### src/rtl/core/video_beam_timer_with_nmi_status_assert.svh
// Assertion macros shared by the beam timer RTL
`ifndef VIDEO_BEAM_TIMER_WITH_NMI_STATUS_ASSERT_SVH
`define VIDEO_BEAM_TIMER_WITH_NMI_STATUS_ASSERT_SVH

// same-cycle implication, checked out of reset
`define VBT_ASSERT_NOW(lbl, ante, cons, msg) \
  lbl: assert property (@(posedge clk) disable iff (!rst_n) (ante) |-> (cons)) \
    else $error(msg);

// next-cycle implication, checked out of reset
`define VBT_ASSERT_NEXT(lbl, ante, cons, msg) \
  lbl: assert property (@(posedge clk) disable iff (!rst_n) (ante) |=> (cons)) \
    else $error(msg);

`endif

### src/rtl/core/vbt_pkg.sv
// Types and constants of the video beam timer
package vbt_pkg;

  localparam int CYCLE_W = 7;
  localparam int LINE_W  = 9;
  localparam int DATA_W  = 8;
  localparam int ADDR_W  = 4;

  localparam logic [CYCLE_W-1:0] LINE_CYCLES        = 7'd114;
  localparam logic [CYCLE_W-1:0] STATUS_CYCLE       = 7'd6;
  localparam logic [CYCLE_W-1:0] COUNT_CYCLE        = 7'd111;
  localparam logic [CYCLE_W-1:0] SYNC_RELEASE_CYCLE = 7'd104;

  localparam logic [LINE_W-1:0] VBLANK_LINE      = 9'd248;
  localparam logic [LINE_W-1:0] FRAME_LINES_RST  = 9'd262;

  localparam logic [DATA_W-1:0] BIT_VBI   = 8'h40;
  localparam logic [DATA_W-1:0] BIT_DLI   = 8'h80;
  localparam logic [DATA_W-1:0] READ_NONE = 8'hFF;

  localparam logic [ADDR_W-1:0] REG_SYNC   = 4'hA;
  localparam logic [ADDR_W-1:0] REG_COUNT  = 4'hB;
  localparam logic [ADDR_W-1:0] REG_ENABLE = 4'hE;
  localparam logic [ADDR_W-1:0] REG_STATUS = 4'hF;

  typedef enum logic [1:0] {
    CMD_TICK  = 2'd0,
    CMD_READ  = 2'd1,
    CMD_WRITE = 2'd2
  } cmd_t;

  typedef struct packed {
    cmd_t              command;
    logic [ADDR_W-1:0] reg_addr;
    logic [DATA_W-1:0] write_data;
    logic              dma_busy;
  } item_t;

  typedef struct packed {
    logic               cpu_halted;
    logic [DATA_W-1:0]  read_data;
    logic               nmi_raised;
    logic [CYCLE_W-1:0] beam_cycle;
    logic [LINE_W-1:0]  beam_line;
  } result_t;

endpackage

### src/rtl/core/vbt_if.sv
// Valid/ready channel interfaces for commands and results
interface vbt_in_if import vbt_pkg::*; ();
  logic              valid;
  logic              ready;
  cmd_t              command;
  logic [ADDR_W-1:0] reg_addr;
  logic [DATA_W-1:0] write_data;
  logic              dma_busy;

  modport source (output valid, command, reg_addr, write_data, dma_busy, input ready);
  modport sink   (input valid, command, reg_addr, write_data, dma_busy, output ready);
endinterface

interface vbt_out_if import vbt_pkg::*; ();
  logic               valid;
  logic               ready;
  logic               cpu_halted;
  logic [DATA_W-1:0]  read_data;
  logic               nmi_raised;
  logic [CYCLE_W-1:0] beam_cycle;
  logic [LINE_W-1:0]  beam_line;

  modport source (output valid, cpu_halted, read_data, nmi_raised, beam_cycle, beam_line,
                  input ready);
  modport sink   (input valid, cpu_halted, read_data, nmi_raised, beam_cycle, beam_line,
                  output ready);
endinterface

### src/rtl/core/vbt_core.sv
// Beam counters, status/enable registers and per-item result logic
module vbt_core import vbt_pkg::*; (
  input  logic              clk,
  input  logic              rst_n,
  input  logic              step,
  input  item_t             item,
  input  logic [LINE_W-1:0] frame_lines,
  output result_t           res
);

  logic [CYCLE_W-1:0] cyc_r, cyc_nxt;
  logic [LINE_W-1:0]  line_r, line_nxt;
  logic [DATA_W-1:0]  half_r, half_nxt;
  logic [DATA_W-1:0]  status_r, status_nxt;
  logic [DATA_W-1:0]  enable_r, enable_nxt;
  logic               armed_r, armed_nxt;

  logic [CYCLE_W-1:0] cyc_inc;
  logic [LINE_W-1:0]  line_inc;
  logic               vbi_hit;

  assign cyc_inc  = cyc_r + 7'd1;
  assign line_inc = line_r + 9'd1;
  assign vbi_hit  = (cyc_r == STATUS_CYCLE) && (line_r == VBLANK_LINE);

  always_comb begin
    cyc_nxt    = cyc_r;
    line_nxt   = line_r;
    half_nxt   = half_r;
    status_nxt = status_r;
    enable_nxt = enable_r;
    armed_nxt  = armed_r;
    res        = '0;
    case (item.command)
      CMD_TICK: begin
        if (vbi_hit) begin
          status_nxt     = (status_r & ~BIT_DLI) | BIT_VBI;
          res.nmi_raised = |(enable_r & BIT_VBI);
        end
        if ((cyc_r == COUNT_CYCLE) && line_r[0]) begin
          half_nxt = half_r + 8'd1;
        end
        if (armed_r) begin
          if (cyc_r == SYNC_RELEASE_CYCLE) begin
            armed_nxt = 1'b0;
          end else begin
            res.cpu_halted = 1'b1;
          end
        end
        if (item.dma_busy) begin
          res.cpu_halted = 1'b1;
        end
        cyc_nxt = cyc_inc;
        // cyc_inc of zero means the 7-bit count rolled over
        if ((cyc_inc >= LINE_CYCLES) || (cyc_inc == '0)) begin
          cyc_nxt  = '0;
          line_nxt = line_inc;
          if ((line_inc >= frame_lines) || (line_inc == '0)) begin
            line_nxt = '0;
            half_nxt = '0;
          end
        end
      end
      CMD_READ: begin
        case (item.reg_addr)
          REG_COUNT:  res.read_data = half_r;
          REG_STATUS: res.read_data = status_r;
          default:    res.read_data = READ_NONE;
        endcase
      end
      CMD_WRITE: begin
        case (item.reg_addr)
          REG_SYNC:   armed_nxt  = 1'b1;
          REG_ENABLE: enable_nxt = item.write_data;
          REG_STATUS: status_nxt = '0;
          default:    ;
        endcase
      end
      default: ;
    endcase
    res.beam_cycle = cyc_nxt;
    res.beam_line  = line_nxt;
  end

  always_ff @(posedge clk) begin
    if (!rst_n) begin
      cyc_r    <= '0;
      line_r   <= '0;
      half_r   <= '0;
      status_r <= '0;
      enable_r <= '0;
      armed_r  <= 1'b0;
    end else if (step) begin
      cyc_r    <= cyc_nxt;
      line_r   <= line_nxt;
      half_r   <= half_nxt;
      status_r <= status_nxt;
      enable_r <= enable_nxt;
      armed_r  <= armed_nxt;
    end
  end

`include "video_beam_timer_with_nmi_status_assert.svh"

  `VBT_ASSERT_NOW(a_cycle_range, 1'b1, cyc_r < LINE_CYCLES, "beam cycle past end of line")
  `VBT_ASSERT_NOW(a_wait_release, $past(rst_n) && $fell(armed_r), $past(cyc_r) == SYNC_RELEASE_CYCLE, "sync wait dropped off the release cycle")
  `VBT_ASSERT_NOW(a_vbi_source, $past(rst_n) && $rose(status_r[6]), $past(vbi_hit), "vblank status set outside its slot")

endmodule

### src/rtl/core/video_beam_timer_with_nmi_status.sv
// Video beam timer top level: command register, result register, config
// Usage:
//   in_bus carries one command per beat: a tick (one machine cycle of the
//   beam), a register read or a register write, with dma_busy for ticks.
//   out_bus returns exactly one result beat per command: halt flag, read
//   byte, NMI pulse and the beam position after the command.
//   cfg_we/cfg_wdata load the frame length in lines; write it only while
//   no command is in flight.
// Path: an accepted beat is registered in the command register, then processed
//   into the result register and offered on out_bus from then on.
// Throughput: one beat per cycle while out_bus.ready is high; the per-command logic is
//   a single combinational pass from the command register into the result register.
// Reset (rst_n low, synchronous): beam at cycle 0 line 0, counters, status,
//   enable and sync wait cleared, frame length 262, both stages empty.
// Stall: while out_bus.ready is low the result register holds; the command
//   register still takes one more beat, then in_bus.ready drops until the
//   result is taken.
module video_beam_timer_with_nmi_status import vbt_pkg::*; (
  input  logic              clk,
  input  logic              rst_n,
  vbt_in_if.sink            in_bus,
  vbt_out_if.source         out_bus,
  input  logic              cfg_we,
  input  logic [LINE_W-1:0] cfg_wdata
);

  logic              s1_valid_r, s1_valid_nxt;
  item_t             s1_item_r;
  logic              out_valid_r, out_valid_nxt;
  result_t           out_res_r;
  result_t           core_res;
  logic [LINE_W-1:0] frame_lines_r;
  logic              advance;
  logic              in_take;

  assign advance      = s1_valid_r && (!out_valid_r || out_bus.ready);
  assign in_bus.ready = !s1_valid_r || advance;
  assign in_take      = in_bus.valid && in_bus.ready;

  always_comb begin
    s1_valid_nxt = s1_valid_r;
    if (in_take) begin
      s1_valid_nxt = 1'b1;
    end else if (advance) begin
      s1_valid_nxt = 1'b0;
    end
    out_valid_nxt = out_valid_r;
    if (advance) begin
      out_valid_nxt = 1'b1;
    end else if (out_bus.ready) begin
      out_valid_nxt = 1'b0;
    end
  end

  always_ff @(posedge clk) begin
    if (!rst_n) begin
      s1_valid_r    <= 1'b0;
      out_valid_r   <= 1'b0;
      frame_lines_r <= FRAME_LINES_RST;
    end else begin
      s1_valid_r  <= s1_valid_nxt;
      out_valid_r <= out_valid_nxt;
      if (cfg_we) begin
        frame_lines_r <= cfg_wdata;
      end
    end
  end

  // payload only
  always_ff @(posedge clk) begin
    if (in_take) begin
      s1_item_r.command    <= in_bus.command;
      s1_item_r.reg_addr   <= in_bus.reg_addr;
      s1_item_r.write_data <= in_bus.write_data;
      s1_item_r.dma_busy   <= in_bus.dma_busy;
    end
    if (advance) begin
      out_res_r <= core_res;
    end
  end

  vbt_core u_core (
    .clk         (clk),
    .rst_n       (rst_n),
    .step        (advance),
    .item        (s1_item_r),
    .frame_lines (frame_lines_r),
    .res         (core_res)
  );

  assign out_bus.valid      = out_valid_r;
  assign out_bus.cpu_halted = out_res_r.cpu_halted;
  assign out_bus.read_data  = out_res_r.read_data;
  assign out_bus.nmi_raised = out_res_r.nmi_raised;
  assign out_bus.beam_cycle = out_res_r.beam_cycle;
  assign out_bus.beam_line  = out_res_r.beam_line;

`include "video_beam_timer_with_nmi_status_assert.svh"

  `VBT_ASSERT_NEXT(a_stage_hold, s1_valid_r && out_valid_r && !out_bus.ready, s1_valid_r && out_valid_r, "pending beat lost during output stall")

endmodule

### src/flat_wrapper.sv
// flat-port wrapper written by rule: the top's interface ports become plain ports
module video_beam_timer_with_nmi_status_flat import vbt_pkg::*;
  (clk, rst_n, cfg_we, cfg_wdata, in_bus_valid, in_bus_command, in_bus_reg_addr, in_bus_write_data, in_bus_dma_busy, in_bus_ready, out_bus_valid, out_bus_cpu_halted, out_bus_read_data, out_bus_nmi_raised, out_bus_beam_cycle, out_bus_beam_line, out_bus_ready);
  vbt_in_if in_bus_i ();
  vbt_out_if out_bus_i ();
  input  logic clk;
  input  logic rst_n;
  input  logic cfg_we;
  input  logic [LINE_W-1:0] cfg_wdata;
  input wire logic [$bits(in_bus_i.valid)-1:0] in_bus_valid;
  input wire logic [$bits(in_bus_i.command)-1:0] in_bus_command;
  input wire logic [$bits(in_bus_i.reg_addr)-1:0] in_bus_reg_addr;
  input wire logic [$bits(in_bus_i.write_data)-1:0] in_bus_write_data;
  input wire logic [$bits(in_bus_i.dma_busy)-1:0] in_bus_dma_busy;
  output wire logic [$bits(in_bus_i.ready)-1:0] in_bus_ready;
  output wire logic [$bits(out_bus_i.valid)-1:0] out_bus_valid;
  output wire logic [$bits(out_bus_i.cpu_halted)-1:0] out_bus_cpu_halted;
  output wire logic [$bits(out_bus_i.read_data)-1:0] out_bus_read_data;
  output wire logic [$bits(out_bus_i.nmi_raised)-1:0] out_bus_nmi_raised;
  output wire logic [$bits(out_bus_i.beam_cycle)-1:0] out_bus_beam_cycle;
  output wire logic [$bits(out_bus_i.beam_line)-1:0] out_bus_beam_line;
  input wire logic [$bits(out_bus_i.ready)-1:0] out_bus_ready;
  assign in_bus_i.valid = in_bus_valid;
  assign in_bus_i.command = in_bus_command;
  assign in_bus_i.reg_addr = in_bus_reg_addr;
  assign in_bus_i.write_data = in_bus_write_data;
  assign in_bus_i.dma_busy = in_bus_dma_busy;
  assign in_bus_ready = in_bus_i.ready;
  assign out_bus_valid = out_bus_i.valid;
  assign out_bus_cpu_halted = out_bus_i.cpu_halted;
  assign out_bus_read_data = out_bus_i.read_data;
  assign out_bus_nmi_raised = out_bus_i.nmi_raised;
  assign out_bus_beam_cycle = out_bus_i.beam_cycle;
  assign out_bus_beam_line = out_bus_i.beam_line;
  assign out_bus_i.ready = out_bus_ready;
  video_beam_timer_with_nmi_status u_core (.clk(clk), .rst_n(rst_n), .in_bus(in_bus_i), .out_bus(out_bus_i), .cfg_we(cfg_we), .cfg_wdata(cfg_wdata));
endmodule
### config.mk
export PLATFORM = sky130hd
export DESIGN_NAME = video_beam_timer_with_nmi_status_flat
export DESIGN_NICKNAME = d
export VERILOG_FILES = /design/src/rtl/core/vbt_pkg.sv /design/src/rtl/core/vbt_if.sv /design/src/rtl/core/vbt_core.sv /design/src/rtl/core/video_beam_timer_with_nmi_status.sv /design/src/flat_wrapper.sv
export VERILOG_INCLUDE_DIRS = /design/src /design/src/rtl/core
export SDC_FILE = /design/constraint.sdc
export NUM_CORES = 1
export LEC_CHECK = 0
export BUFFER_PORTS_ARGS = -buffer_cell sky130_fd_sc_hd__buf_2
export CORE_UTILIZATION = 51
export CTS_CLUSTER_SIZE = 40
export DETAILED_ROUTE_END_ITERATION = 7
export GPL_TIMING_DRIVEN = 0
export PLACE_DENSITY = 0.87
export RECOVER_POWER = 25
export REMOVE_ABC_BUFFERS = 1
export SETUP_SLACK_MARGIN = 0.4
export SYNTH_ARGS = -nofsm -noshare
export SYNTH_HDL_FRONTEND = slang
export SYNTH_SLANG_ARGS = --single-unit
### constraint.sdc
create_clock -name clk -period 3.1 [get_ports clk]
set_clock_uncertainty 0.15 [all_clocks]
set_input_delay 0.62 -clock clk [delete_from_list [all_inputs] [get_ports clk]]
set_output_delay 0.62 -clock clk [all_outputs]
set_load 0.005 [all_outputs]
==> impl_metrics.env, run 1 <==
export IMPL_cts_buffers=9
export IMPL_rsz_0062_raised_after_global_routing="true"
export IMPL_final_min_period_over_clock_period=0.966
export IMPL_p_per_area_nw_per_um2=380
export IMPL_flow_area_growth_from_synthesis_pct=29.2
export IMPL_synthesis_instances=398
export IMPL_overall_overflow_remaining_after_global_route=0
export IMPL_clock_latency_on_the_worst_skew_pair_ns=0.38
export IMPL_die_area_um2=7700
export IMPL_min_path_type="input port to flop"
export IMPL_first_global_vias=2982
export IMPL_clock_path_buffers=2
export IMPL_ordered_list_of_cells_on_the_worst_path="nand4_1 > nor2_4 > xnor2_2 > inv_1 > ha_1 > a21oi_4 > a21boi_2 > a41oi_2 > buf_4 > a21oi_4 > nand3_4 > o2bb2ai_1"
export IMPL_grt_antenna_before_repair=0
export IMPL_critical_path_top_delay_family="compound AO/OA/AOI/OAI gates"
export IMPL_p_leak_nw=1.88
export IMPL_cp_data_arrival_time_ns=3.04
export IMPL_cts_tree="yes"
export IMPL_route_detailed_wl_per_inst_um=18.6
export IMPL_route_vias_total=3561
export IMPL_placedInstanceArea_um2=3990
export IMPL_grt_use_total=0.242
export IMPL_detail_route_drc_violations=0
export IMPL_final_nets=515
export IMPL_yosysWarningCount=0
export IMPL_crit_slowest_cell="dfxtp_4"
export IMPL_power_switching_fraction=0.260
export IMPL_design_area_um2=4850
export IMPL_grt_start_max_net_pins=28
export IMPL_synth_edf_count=34
export IMPL_cts_root_buf="clkbuf_8"
export IMPL_clockPowerShare=0.371
export IMPL_totalWireLength_um=10600
export IMPL_slew_headroom=0.260
export IMPL_synth_cell_type_count=58
export IMPL_synth_ff_latch_count=72
export IMPL_gp_congestion=0.911
export IMPL_finish_cell_count_without_fillers=570
export IMPL_post_synth_top_area_fraction=0.272
export IMPL_criticalPathCategory="flop to flop"
export IMPL_clk_pin_slew_worst_paths_ns=0.08
export IMPL_worst_r2r_setup_slack_ns=0.10
export IMPL_syn_avg_cell_area_um2=9.42
export IMPL_fmaxAchievable_mhz=334
export IMPL_die_height_um=87.7
export IMPL_vdd_ir_drop_worst_mv=0.259
export IMPL_dr_first_iter_drc_count=437
export IMPL_final_hold_violation_count=0
export IMPL_synth_sequential_area_ratio=0.475
export IMPL_drt_antenna_violating_nets=0
export IMPL_die_width_um=87.7
export IMPL_detailed_place_hpwl_um=5280
export IMPL_timing_critical_path_depth=12
export IMPL_crit_top_cell="a21oi_4"
export IMPL_placed_cells=516
export IMPL_final_core_util=0.698
export IMPL_detail_route_vias_per_cell=6.25
export IMPL_finalHoldWorstSlack_ns=0.274
export IMPL_numPortBuffers=49
export IMPL_post_synth_top_area_cell="edfxtp_1"
export IMPL_run_status="completed"
export IMPL_hold_path_cell_count=1
export IMPL_crit_end_category="flop"
export IMPL_combPwrFrac=0.067
export IMPL_ys_top_cells_by_area="edfxtp_1, dfxtp_1, ha_1"
export IMPL_cts_sinks=72
export IMPL_total_power_mw=1.84
export IMPL_initial_utilization=0.540
export IMPL_first_pass_grt_wire_length_um=14100
export IMPL_worst_path_largest_cell_delay_ns=0.48
export IMPL_synth_ff_type="dfxtp_1"
export IMPL_antenna_diode_count=0
export IMPL_number_of_max_slew_violations_in_the_final_report=0
export IMPL_post_synth_instance_area_um2=3750
export IMPL_critical_path_startpoint_type="flop"
export IMPL_min_period_ns=3.00
export IMPL_max_fo_critical_path=15
export IMPL_cp_buffers_inverters=2
export IMPL_worst_slew_pin_transition_ns=1.11
export IMPL_detail_route_first_pass_iterations=7
export IMPL_cell_internal_pwr_mw=1.36
export IMPL_power_sequential_fraction=0.563
export IMPL_p_switching_uw=479
export IMPL_drv_cap=0
export IMPL_rows=30
export IMPL_final_layout_size_suffix_gt1_frac=0.359
export IMPL_core_area_um2=6940
export IMPL_number_of_buffers_inserted_by_hold_repair_at_cts=0
export IMPL_synth_async_reset_ratio=0
export IMPL_r2r_worst_path_cells=12
export IMPL_crit_required_ns=3.15
export IMPL_cts_htree_levels=3
export IMPL_setup_viol=0
export IMPL_io_pin_count=57
## worst reg2reg max path, stage by stage (launching register included)
cell	delay, ns
dfxtp_4	0.48
nand4_1	0.28
nor2_4	0.17
xnor2_2	0.18
inv_1	0.10
ha_1	0.23
a21oi_4	0.17
a21boi_2	0.20
a41oi_2	0.07
buf_4	0.20
a21oi_4	0.21
nand3_4	0.16
o2bb2ai_1	0.24
## through the flow
stage | TNS, ns | setup slack (ns)
floorplan | -2.24 | -0.294
global placement | -18.98 | -1.16
detailed placement | -21.19 | -1.21
CTS | 0 | 0.311
global route | 0 | 0.00354
finish | 0 | 0.105
## metal layers
layer	vias to the layer above	global-route usage	share of wire
met2	236	0.397	0.50
met1	1680	0.294	0.37
met3	63	0.0622	0.080
li1	1582	-	-
met5	-	0	0
met4	0	0.128	0.047
## final timing paths
path / start / endpoint
worst max register to register: u_core.u_core.line_r[4]$_SDFFE_PN0P_ / u_core.out_bus.beam_line[2]$_DFFE_PP_
worst min register to register: u_core.s1_item_r[7]$_DFFE_PP_ / u_core.u_core.enable_r[6]$_SDFFE_PN0P_
worst max-delay path: u_core.u_core.line_r[4]$_SDFFE_PN0P_ / u_core.out_bus.beam_line[2]$_DFFE_PP_
worst min-delay path: in_bus_command[1] / u_core.s1_item_r[14]$_DFFE_PP_
## cell type report
class                           instances  area (µm²)
Clock buffer                           10         128
Clock inverter                          6        43.8
Fill cell                             445        2100
Inverter                               20        75.1
Multi-Input combinational cell        279        2100
Sequential cell                        72        1820
Tap cell                               96         120
Timing Repair Buffer                   87         568
## power by group through the flow
| stage | logic, mW | clock network (mW) | registers, mW |
|---|---|---|---|
| final | 0.122 | 0.683 | 1.04 |
| after global routing | 0.134 | 0.719 | 1.04 |
| after CTS | 0.111 | 0.672 | 1.04 |
| after detailed placement | 0.101 | 0 | 1.06 |
| after global placement | 0.0973 | 0 | 1.06 |
| after floorplan | 0.0491 | 0 | 1.06 |
## cells in the final DEF, fill, tap and decap left out, types with 8 or more instances in the layout
cell / n
buf_2: 48
o21ai_0: 8
clkbuf_8: 9
o211ai_1: 8
mux2i_1: 9
a21oi_1: 19
inv_1: 18
edfxtp_1: 34
nand2_1: 48
buf_4: 30
nor2_1: 33
dfxtp_1: 25
ha_1: 13
nand4_1: 9
## cell families after synthesis
family / share of synthesized area
flip-flops: 0.475
buffers and inverters: 0.0547
adder cells (fa/ha/maj): 0.0567
XOR/XNOR: 0.0327
multiplexers: 0.0280
AND/OR/NAND/NOR: 0.201
AO/OA/AOI/OAI: 0.152
## state kept, by name, indices dropped and copies added, names as in the netlist, 7 cells and up
register,count
u_core.s1_item_r,8
u_core.out_bus.read_data,8
u_core.out_bus.beam_line,9
u_core.u_core.half_r,8
u_core.out_bus.beam_cycle,7
u_core.frame_lines_r,9
u_core.u_core.line_r,9
u_core.u_core.cyc_r,7
## Yosys cell counts (8+ instances only)
master	n
xnor2_1	9
nand3_1	10
o21ai_0	13
a21oi_1	23
mux2i_1	9
nand2_1	50
o31ai_1	9
nor3_1	8
buf_2	8
inv_1	20
o211ai_1	8
nand4_1	9
edfxtp_1	34
clkbuf_1	12
nor2_1	35
ha_1	17
dfxtp_1	38
## timing repair
action / in CTS / in global routing
pin swaps: 10 / 26
buffers inserted: 19 / 19
cloned: 0 / 0
gates resized for setup: 51 / 42
endpoints found under the setup margin: 35 / 36
Power figures use the tool's default switching activity.
==> run 2: changes to the inputs <==
--- a/config.mk
+++ b/config.mk
@@ -11,7 +11,7 @@
 export CTS_CLUSTER_SIZE = 40
 export DETAILED_ROUTE_END_ITERATION = 7
 export GPL_TIMING_DRIVEN = 0
-export PLACE_DENSITY = 0.87
+export PLACE_DENSITY_LB_ADDON = 0.2
 export RECOVER_POWER = 25
 export REMOVE_ABC_BUFFERS = 1
 export SETUP_SLACK_MARGIN = 0.4
==> run 2 against run 1 <==
  * Power is 1.3% higher
  * Worst setup slack better by 0.095 ns
  * Cell count down 0.88%
  * Worst hold slack improved by 0.0091 ns
  * Clock-buffer cell count is 1 higher
  * Register-to-register slack better by 0.09 ns
  * Maximum frequency grew 3.3%
  * Die area unchanged
  * Combinational power shrank 5%
  * Wire length shrank 14%
  * Via count decreased by 6.7%
  * Sequential share of layout area rose by 0.28 points
  * Critical endpoint is now u_core.u_core.line_r[6]$_SDFFE_PN0P_
==> impl_metrics.env, run 2 (same netlist as run 1, synthesis figures left out) <==
export IMPL_io_pin_count=57
export IMPL_crit_end_category="flop"
export IMPL_final_nets=510
export IMPL_detailed_place_hpwl_um=5220
export IMPL_final_min_period_over_clock_period=0.936
export IMPL_criticalPathCategory="flop to flop"
export IMPL_grtUsageMet1=0.289
export IMPL_fin_setup_tns_ns=0
export IMPL_endpoint="u_core.u_core.line_r[6]$_SDFFE_PN0P_"
export IMPL_detailedPlace_worstSlack_ns=-1.19
export IMPL_run_status="completed"
export IMPL_cts_tree="yes"
export IMPL_gp_congestion=0.872
export IMPL_detail_route_vias_per_cell=5.88
export IMPL_max_fo_critical_path=5
export IMPL_die_height_um=87.7
export IMPL_route_detailed_wl_per_inst_um=16.2
export IMPL_antenna_diode_count=0
export IMPL_numPortBuffers=49
export IMPL_hold_path_cell_count=1
export IMPL_r2r_start="u_core.u_core.line_r[1]$_SDFFE_PN0P_"
export IMPL_initial_utilization=0.540
export IMPL_first_global_vias=2845
export IMPL_dr_first_iter_drc_count=211
export IMPL_finalHoldWorstSlack_ns=0.283
export IMPL_vdd_ir_drop_worst_mv=0.330
export IMPL_grt_use_total=0.227
export IMPL_final_core_util=0.693
export IMPL_finish_cell_count_without_fillers=565
export IMPL_placedInstanceArea_um2=3990
export IMPL_cts_buffers=9
export IMPL_flow_area_growth_from_synthesis_pct=28.4
export IMPL_nFillCells=519
export IMPL_worst_r2r_endpoint="u_core.u_core.line_r[6]$_SDFFE_PN0P_"
export IMPL_fmaxAchievable_mhz=345
export IMPL_cts_htree_levels=3
export IMPL_cp_data_arrival_time_ns=3.02
export IMPL_detail_route_drc_violations=0
export IMPL_total_power_mw=1.86
export IMPL_worst_slew_pin_transition_ns=1.12
export IMPL_clock_latency_on_the_worst_skew_pair_ns=0.36
export IMPL_first_pass_grt_wire_length_um=13200
export IMPL_detail_route_first_pass_iterations=5
export IMPL_route_vias_total=3323
export IMPL_setup_viol=0
export IMPL_drv_cap=0
export IMPL_final_layout_size_suffix_gt1_frac=0.348
export IMPL_design_area_um2=4810
export IMPL_timing_final_ws_setup_ns=0.200
export IMPL_grt_util_met2=0.366
export IMPL_worst_r2r_setup_slack_ns=0.20
export IMPL_startpoint="u_core.u_core.line_r[1]$_SDFFE_PN0P_"
export IMPL_r2r_worst_path_cells=12
export IMPL_drt_antenna_violating_nets=0
export IMPL_p_leak_nw=1.88
export IMPL_slew_headroom=0.253
export IMPL_totalWireLength_um=9140
export IMPL_min_period_ns=2.90
export IMPL_commonest_cells_after_routing_fill_and_taps_aside="nand2_1, buf_2, edfxtp_1, nor2_1, buf_4"
export IMPL_min_path_type="input port to flop"
export IMPL_final_hold_violation_count=0
export IMPL_critical_path_startpoint_type="flop"
export IMPL_grt_start_max_net_pins=28
export IMPL_cts_sinks=72
export IMPL_clk_pin_slew_worst_paths_ns=0.08
export IMPL_placed_cells=516
export IMPL_p_per_area_nw_per_um2=387
export IMPL_number_of_max_slew_violations_in_the_final_report=0
export IMPL_clock_path_buffers=2
export IMPL_die_area_um2=7700
export IMPL_core_area_um2=6940
export IMPL_grt_antenna_before_repair=0
export IMPL_die_width_um=87.7
export IMPL_rows=30
export IMPL_hold_path_startpoint="in_bus_reg_addr[1]"
export IMPL_cts_root_buf="clkbuf_8"
export IMPL_overall_overflow_remaining_after_global_route=0
export IMPL_rsz_0062_raised_after_global_routing="true"
export IMPL_gr_max_usage_layer="met2"
export IMPL_crit_required_ns=3.22
export IMPL_met3_usage=0.0443
[run 2: final cells by class]
class | count | area, µm² | area share
multi-input cells | 279 | 2100 | 0.436
flip-flops and latches | 72 | 1820 | 0.377
repair buffers | 82 | 514 | 0.107
clock buffers | 11 | 151 | 0.0315
well taps | 96 | 120 | 0.0250
inverters | 20 | 75.1 | 0.0156
clock inverters | 5 | 38.8 | 0.00806
[run 2: critical path, stage by stage, from the launching register on]
cell	delay [ns]
dfxtp_4	0.37
ha_4	0.16
nand3_4	0.09
nor3_4	0.23
xnor2_2	0.16
inv_2	0.08
ha_4	0.24
a21oi_4	0.16
buf_4	0.14
a41oi_2	0.12
a21o_2	0.30
or4_1	0.50
o211ai_1	0.11
[run 2: worst min-delay path by stage]
stage,slack [ns],end
2_1_floorplan,0.30,u_core.u_core.enable_r[6]$_SDFFE_PN0P_
3_3_place_gp,0.32,u_core.u_core.armed_r$_SDFFE_PN0P_
3_5_place_dp,0.33,u_core.u_core.enable_r[6]$_SDFFE_PN0P_
4_1_cts,0.28,u_core.s1_item_r[10]$_DFFE_PP_
5_1_grt,0.26,u_core.s1_item_r[10]$_DFFE_PP_
6_report,0.28,u_core.s1_item_r[10]$_DFFE_PP_
[run 2: power breakdown]
group / switching [mW] / leakage [nW] / internal, mW
clock network: 0.376 / 0.0959 / 0.338
registers: 0.0141 / 0.636 / 1.02
logic: 0.0704 / 1.15 / 0.0454
[run 2: routing by layer]
layer	wire, µm	vias to the layer above	part of all wire
met5	0	-	0
met4	205	0	0.022
met3	627	31	0.069
met2	4360	152	0.48
met1	3950	1570	0.43
li1	-	1570	-
[run 2: repair_timing]
| action | in CTS | in global routing |
|---|---|---|
| endpoints found under the setup margin | 37 | 34 |
| pin swaps | 11 | 20 |
| setup buffers | 20 | 13 |
| resized for setup | 50 | 41 |
| hold buffers | 0 | 0 |
| cloned | 0 | 0 |
==> run 3: changes to the inputs <==
==> constraint.sdc (replaced) <==
create_clock -name clk -period 3.1 [get_ports clk]
set_clock_uncertainty 0.15 [all_clocks]
set_input_delay 0.155 -clock clk [delete_from_list [all_inputs] [get_ports clk]]
set_output_delay 0.155 -clock clk [all_outputs]
set_load 0.005 [all_outputs]
==> run 3 against run 2 <==
  * Worst setup slack improved by 0.0088 ns
  * Combinational power up 20%
  * Clock power barely moved
  * Critical endpoint is now u_core.u_core.line_r[3]$_SDFFE_PN0P_
  * Highest routed layer unchanged
  * Cell area is 4.5% higher
==> impl_metrics.env, run 3 (same netlist as run 1, synthesis figures left out) <==
export IMPL_flow_area_growth_from_synthesis_pct=34.1
export IMPL_hold_path_cell_count=2
export IMPL_worst_r2r_setup_slack_ns=0.21
export IMPL_totalWireLength_um=9750
export IMPL_final_layout_size_suffix_gt1_frac=0.324
export IMPL_slew_headroom=0.242
export IMPL_min_path_type="input port to flop"
export IMPL_min_period_ns=2.89
export IMPL_layout_commonest_cell="nand2_1"
export IMPL_gp_congestion=0.872
export IMPL_worst_hold_path_endpoint="u_core.frame_lines_r[8]$_SDFFE_PN1P_"
export IMPL_overall_overflow_remaining_after_global_route=0
export IMPL_cts_root_buf="clkbuf_8"
export IMPL_worst_r2r_endpoint="u_core.u_core.line_r[3]$_SDFFE_PN0P_"
export IMPL_run_status="completed"
export IMPL_io_pin_count=57
export IMPL_p_leak_nw=1.95
export IMPL_critical_path_startpoint_type="flop"
export IMPL_grt_antenna_before_repair=0
export IMPL_initial_utilization=0.540
export IMPL_crit_end_category="flop"
export IMPL_cp_data_arrival_time_ns=3.02
export IMPL_max_fo_critical_path=9
export IMPL_startpoint="u_core.u_core.line_r[5]$_SDFFE_PN0P_"
export IMPL_timing_final_ws_setup_ns=0.209
export IMPL_fin_setup_tns_ns=0
export IMPL_crit_required_ns=3.23
export IMPL_die_height_um=87.7
export IMPL_cts_tree="yes"
export IMPL_numPortBuffers=49
export IMPL_first_global_vias=2938
export IMPL_route_vias_total=3437
export IMPL_final_hold_violation_count=0
export IMPL_die_area_um2=7700
export IMPL_detailedPlace_worstSlack_ns=-1.19
export IMPL_grt_use_total=0.238
export IMPL_design_area_um2=5030
export IMPL_final_core_util=0.724
export IMPL_vdd_ir_drop_worst_mv=0.316
export IMPL_core_area_um2=6940
export IMPL_cts_buffers=9
export IMPL_detail_route_first_pass_iterations=5
export IMPL_clock_latency_on_the_worst_skew_pair_ns=0.36
export IMPL_p_per_area_nw_per_um2=375
export IMPL_total_power_mw=1.89
export IMPL_die_width_um=87.7
export IMPL_final_nets=532
export IMPL_criticalPathCategory="flop to flop"
export IMPL_antenna_diode_count=0
export IMPL_drt_antenna_violating_nets=0
export IMPL_fmaxAchievable_mhz=346
export IMPL_commonest_cells_after_routing_fill_and_taps_aside="nand2_1, buf_2, edfxtp_1, nor2_1, buf_4"
export IMPL_number_of_max_slew_violations_in_the_final_report=0
export IMPL_rows=30
export IMPL_rsz_0062_raised_after_global_routing="true"
export IMPL_dr_first_iter_drc_count=266
export IMPL_final_min_period_over_clock_period=0.933
export IMPL_drv_cap=0
export IMPL_detail_route_vias_per_cell=5.86
export IMPL_placedInstanceArea_um2=3990
export IMPL_route_detailed_wl_per_inst_um=16.6
export IMPL_first_pass_grt_wire_length_um=13800
export IMPL_r2r_worst_path_cells=14
export IMPL_clock_path_buffers=2
export IMPL_setup_viol=0
export IMPL_hold_path_startpoint="cfg_we"
export IMPL_cts_sinks=72
export IMPL_r2r_start="u_core.u_core.line_r[5]$_SDFFE_PN0P_"
export IMPL_cts_htree_levels=3
export IMPL_clk_pin_slew_worst_paths_ns=0.08
export IMPL_detail_route_drc_violations=0
export IMPL_grt_start_max_net_pins=28
export IMPL_worst_slew_pin_transition_ns=1.14
export IMPL_detailed_place_hpwl_um=5220
[run 3: area by class of cell]
| cell class | count | area (µm²) |
|---|---|---|
| clock buffer | 11 | 151 |
| clock inverter | 5 | 38.8 |
| fill | 485 | 1920 |
| inverter | 20 | 75.1 |
| multi-input combinational | 279 | 2100 |
| sequential | 72 | 1820 |
| tap | 96 | 120 |
| timing repair buffer | 104 | 728 |
[run 3: critical path, stage by stage (launching register included)]
cell and delay, ns:
dfxtp_2 0.44, nand4_1 0.27, nor2_4 0.17, xnor2_2 0.19, inv_1 0.09, ha_1 0.22
a21oi_4 0.13, buf_4 0.13, a41oi_2 0.11, buf_4 0.18, a21oi_4 0.23, buf_6 0.15
buf_6 0.10, nand4_1 0.08, o211ai_1 0.15
[run 3: stage by stage]
stage | instances | hold slack [ns]
final | 587 | 0.0417
after global routing | 587 | 0.0317
after CTS | 572 | 0.0337
after detailed placement | 516 | 0.184
after global placement | 516 | 0.183
after floorplan | 371 | 0.104
[run 3: worst max path at each step]
stage,cells after the start,slack [ns],endpoint
after detailed placement,12,-1.19,u_core.out_bus.beam_line[3]$_DFFE_PP_
after CTS,13,0.28,u_core.u_core.line_r[4]$_SDFFE_PN0P_
after floorplan,12,-0.29,u_core.out_bus.beam_line[4]$_DFFE_PP_
after global placement,12,-1.22,u_core.out_bus.beam_line[6]$_DFFE_PP_
after global routing,13,0.09,u_core.u_core.line_r[4]$_SDFFE_PN0P_
final,14,0.21,u_core.u_core.line_r[3]$_SDFFE_PN0P_
[run 3: per-layer routing]
metal	part of all wire	up-vias	track usage
met3	0.075	28	0.0424
met1	0.41	1624	0.308
met2	0.48	170	0.381
met4	0.026	0	0.122
met5	0	-	0
li1	-	1615	-
[run 3: repair_timing]
| item | in CTS | in global routing |
|---|---|---|
| pin swaps | 11 | 32 |
| cloned | 0 | 0 |
| resized for setup | 50 | 42 |
| setup endpoints to repair | 37 | 34 |
| hold buffers | 20 | 0 |
| endpoints found under the hold margin | 19 | 0 |
| buffers inserted | 20 | 15 |
[run 3: power by group]
| part | switching (mW) | leakage, nW | internal, mW | total [mW] |
|---|---|---|---|---|
| registers | 0.0142 | 0.636 | 1.02 | 1.03 |
| logic | 0.0758 | 1.21 | 0.0627 | 0.139 |
| clock network | 0.374 | 0.0959 | 0.338 | 0.713 |
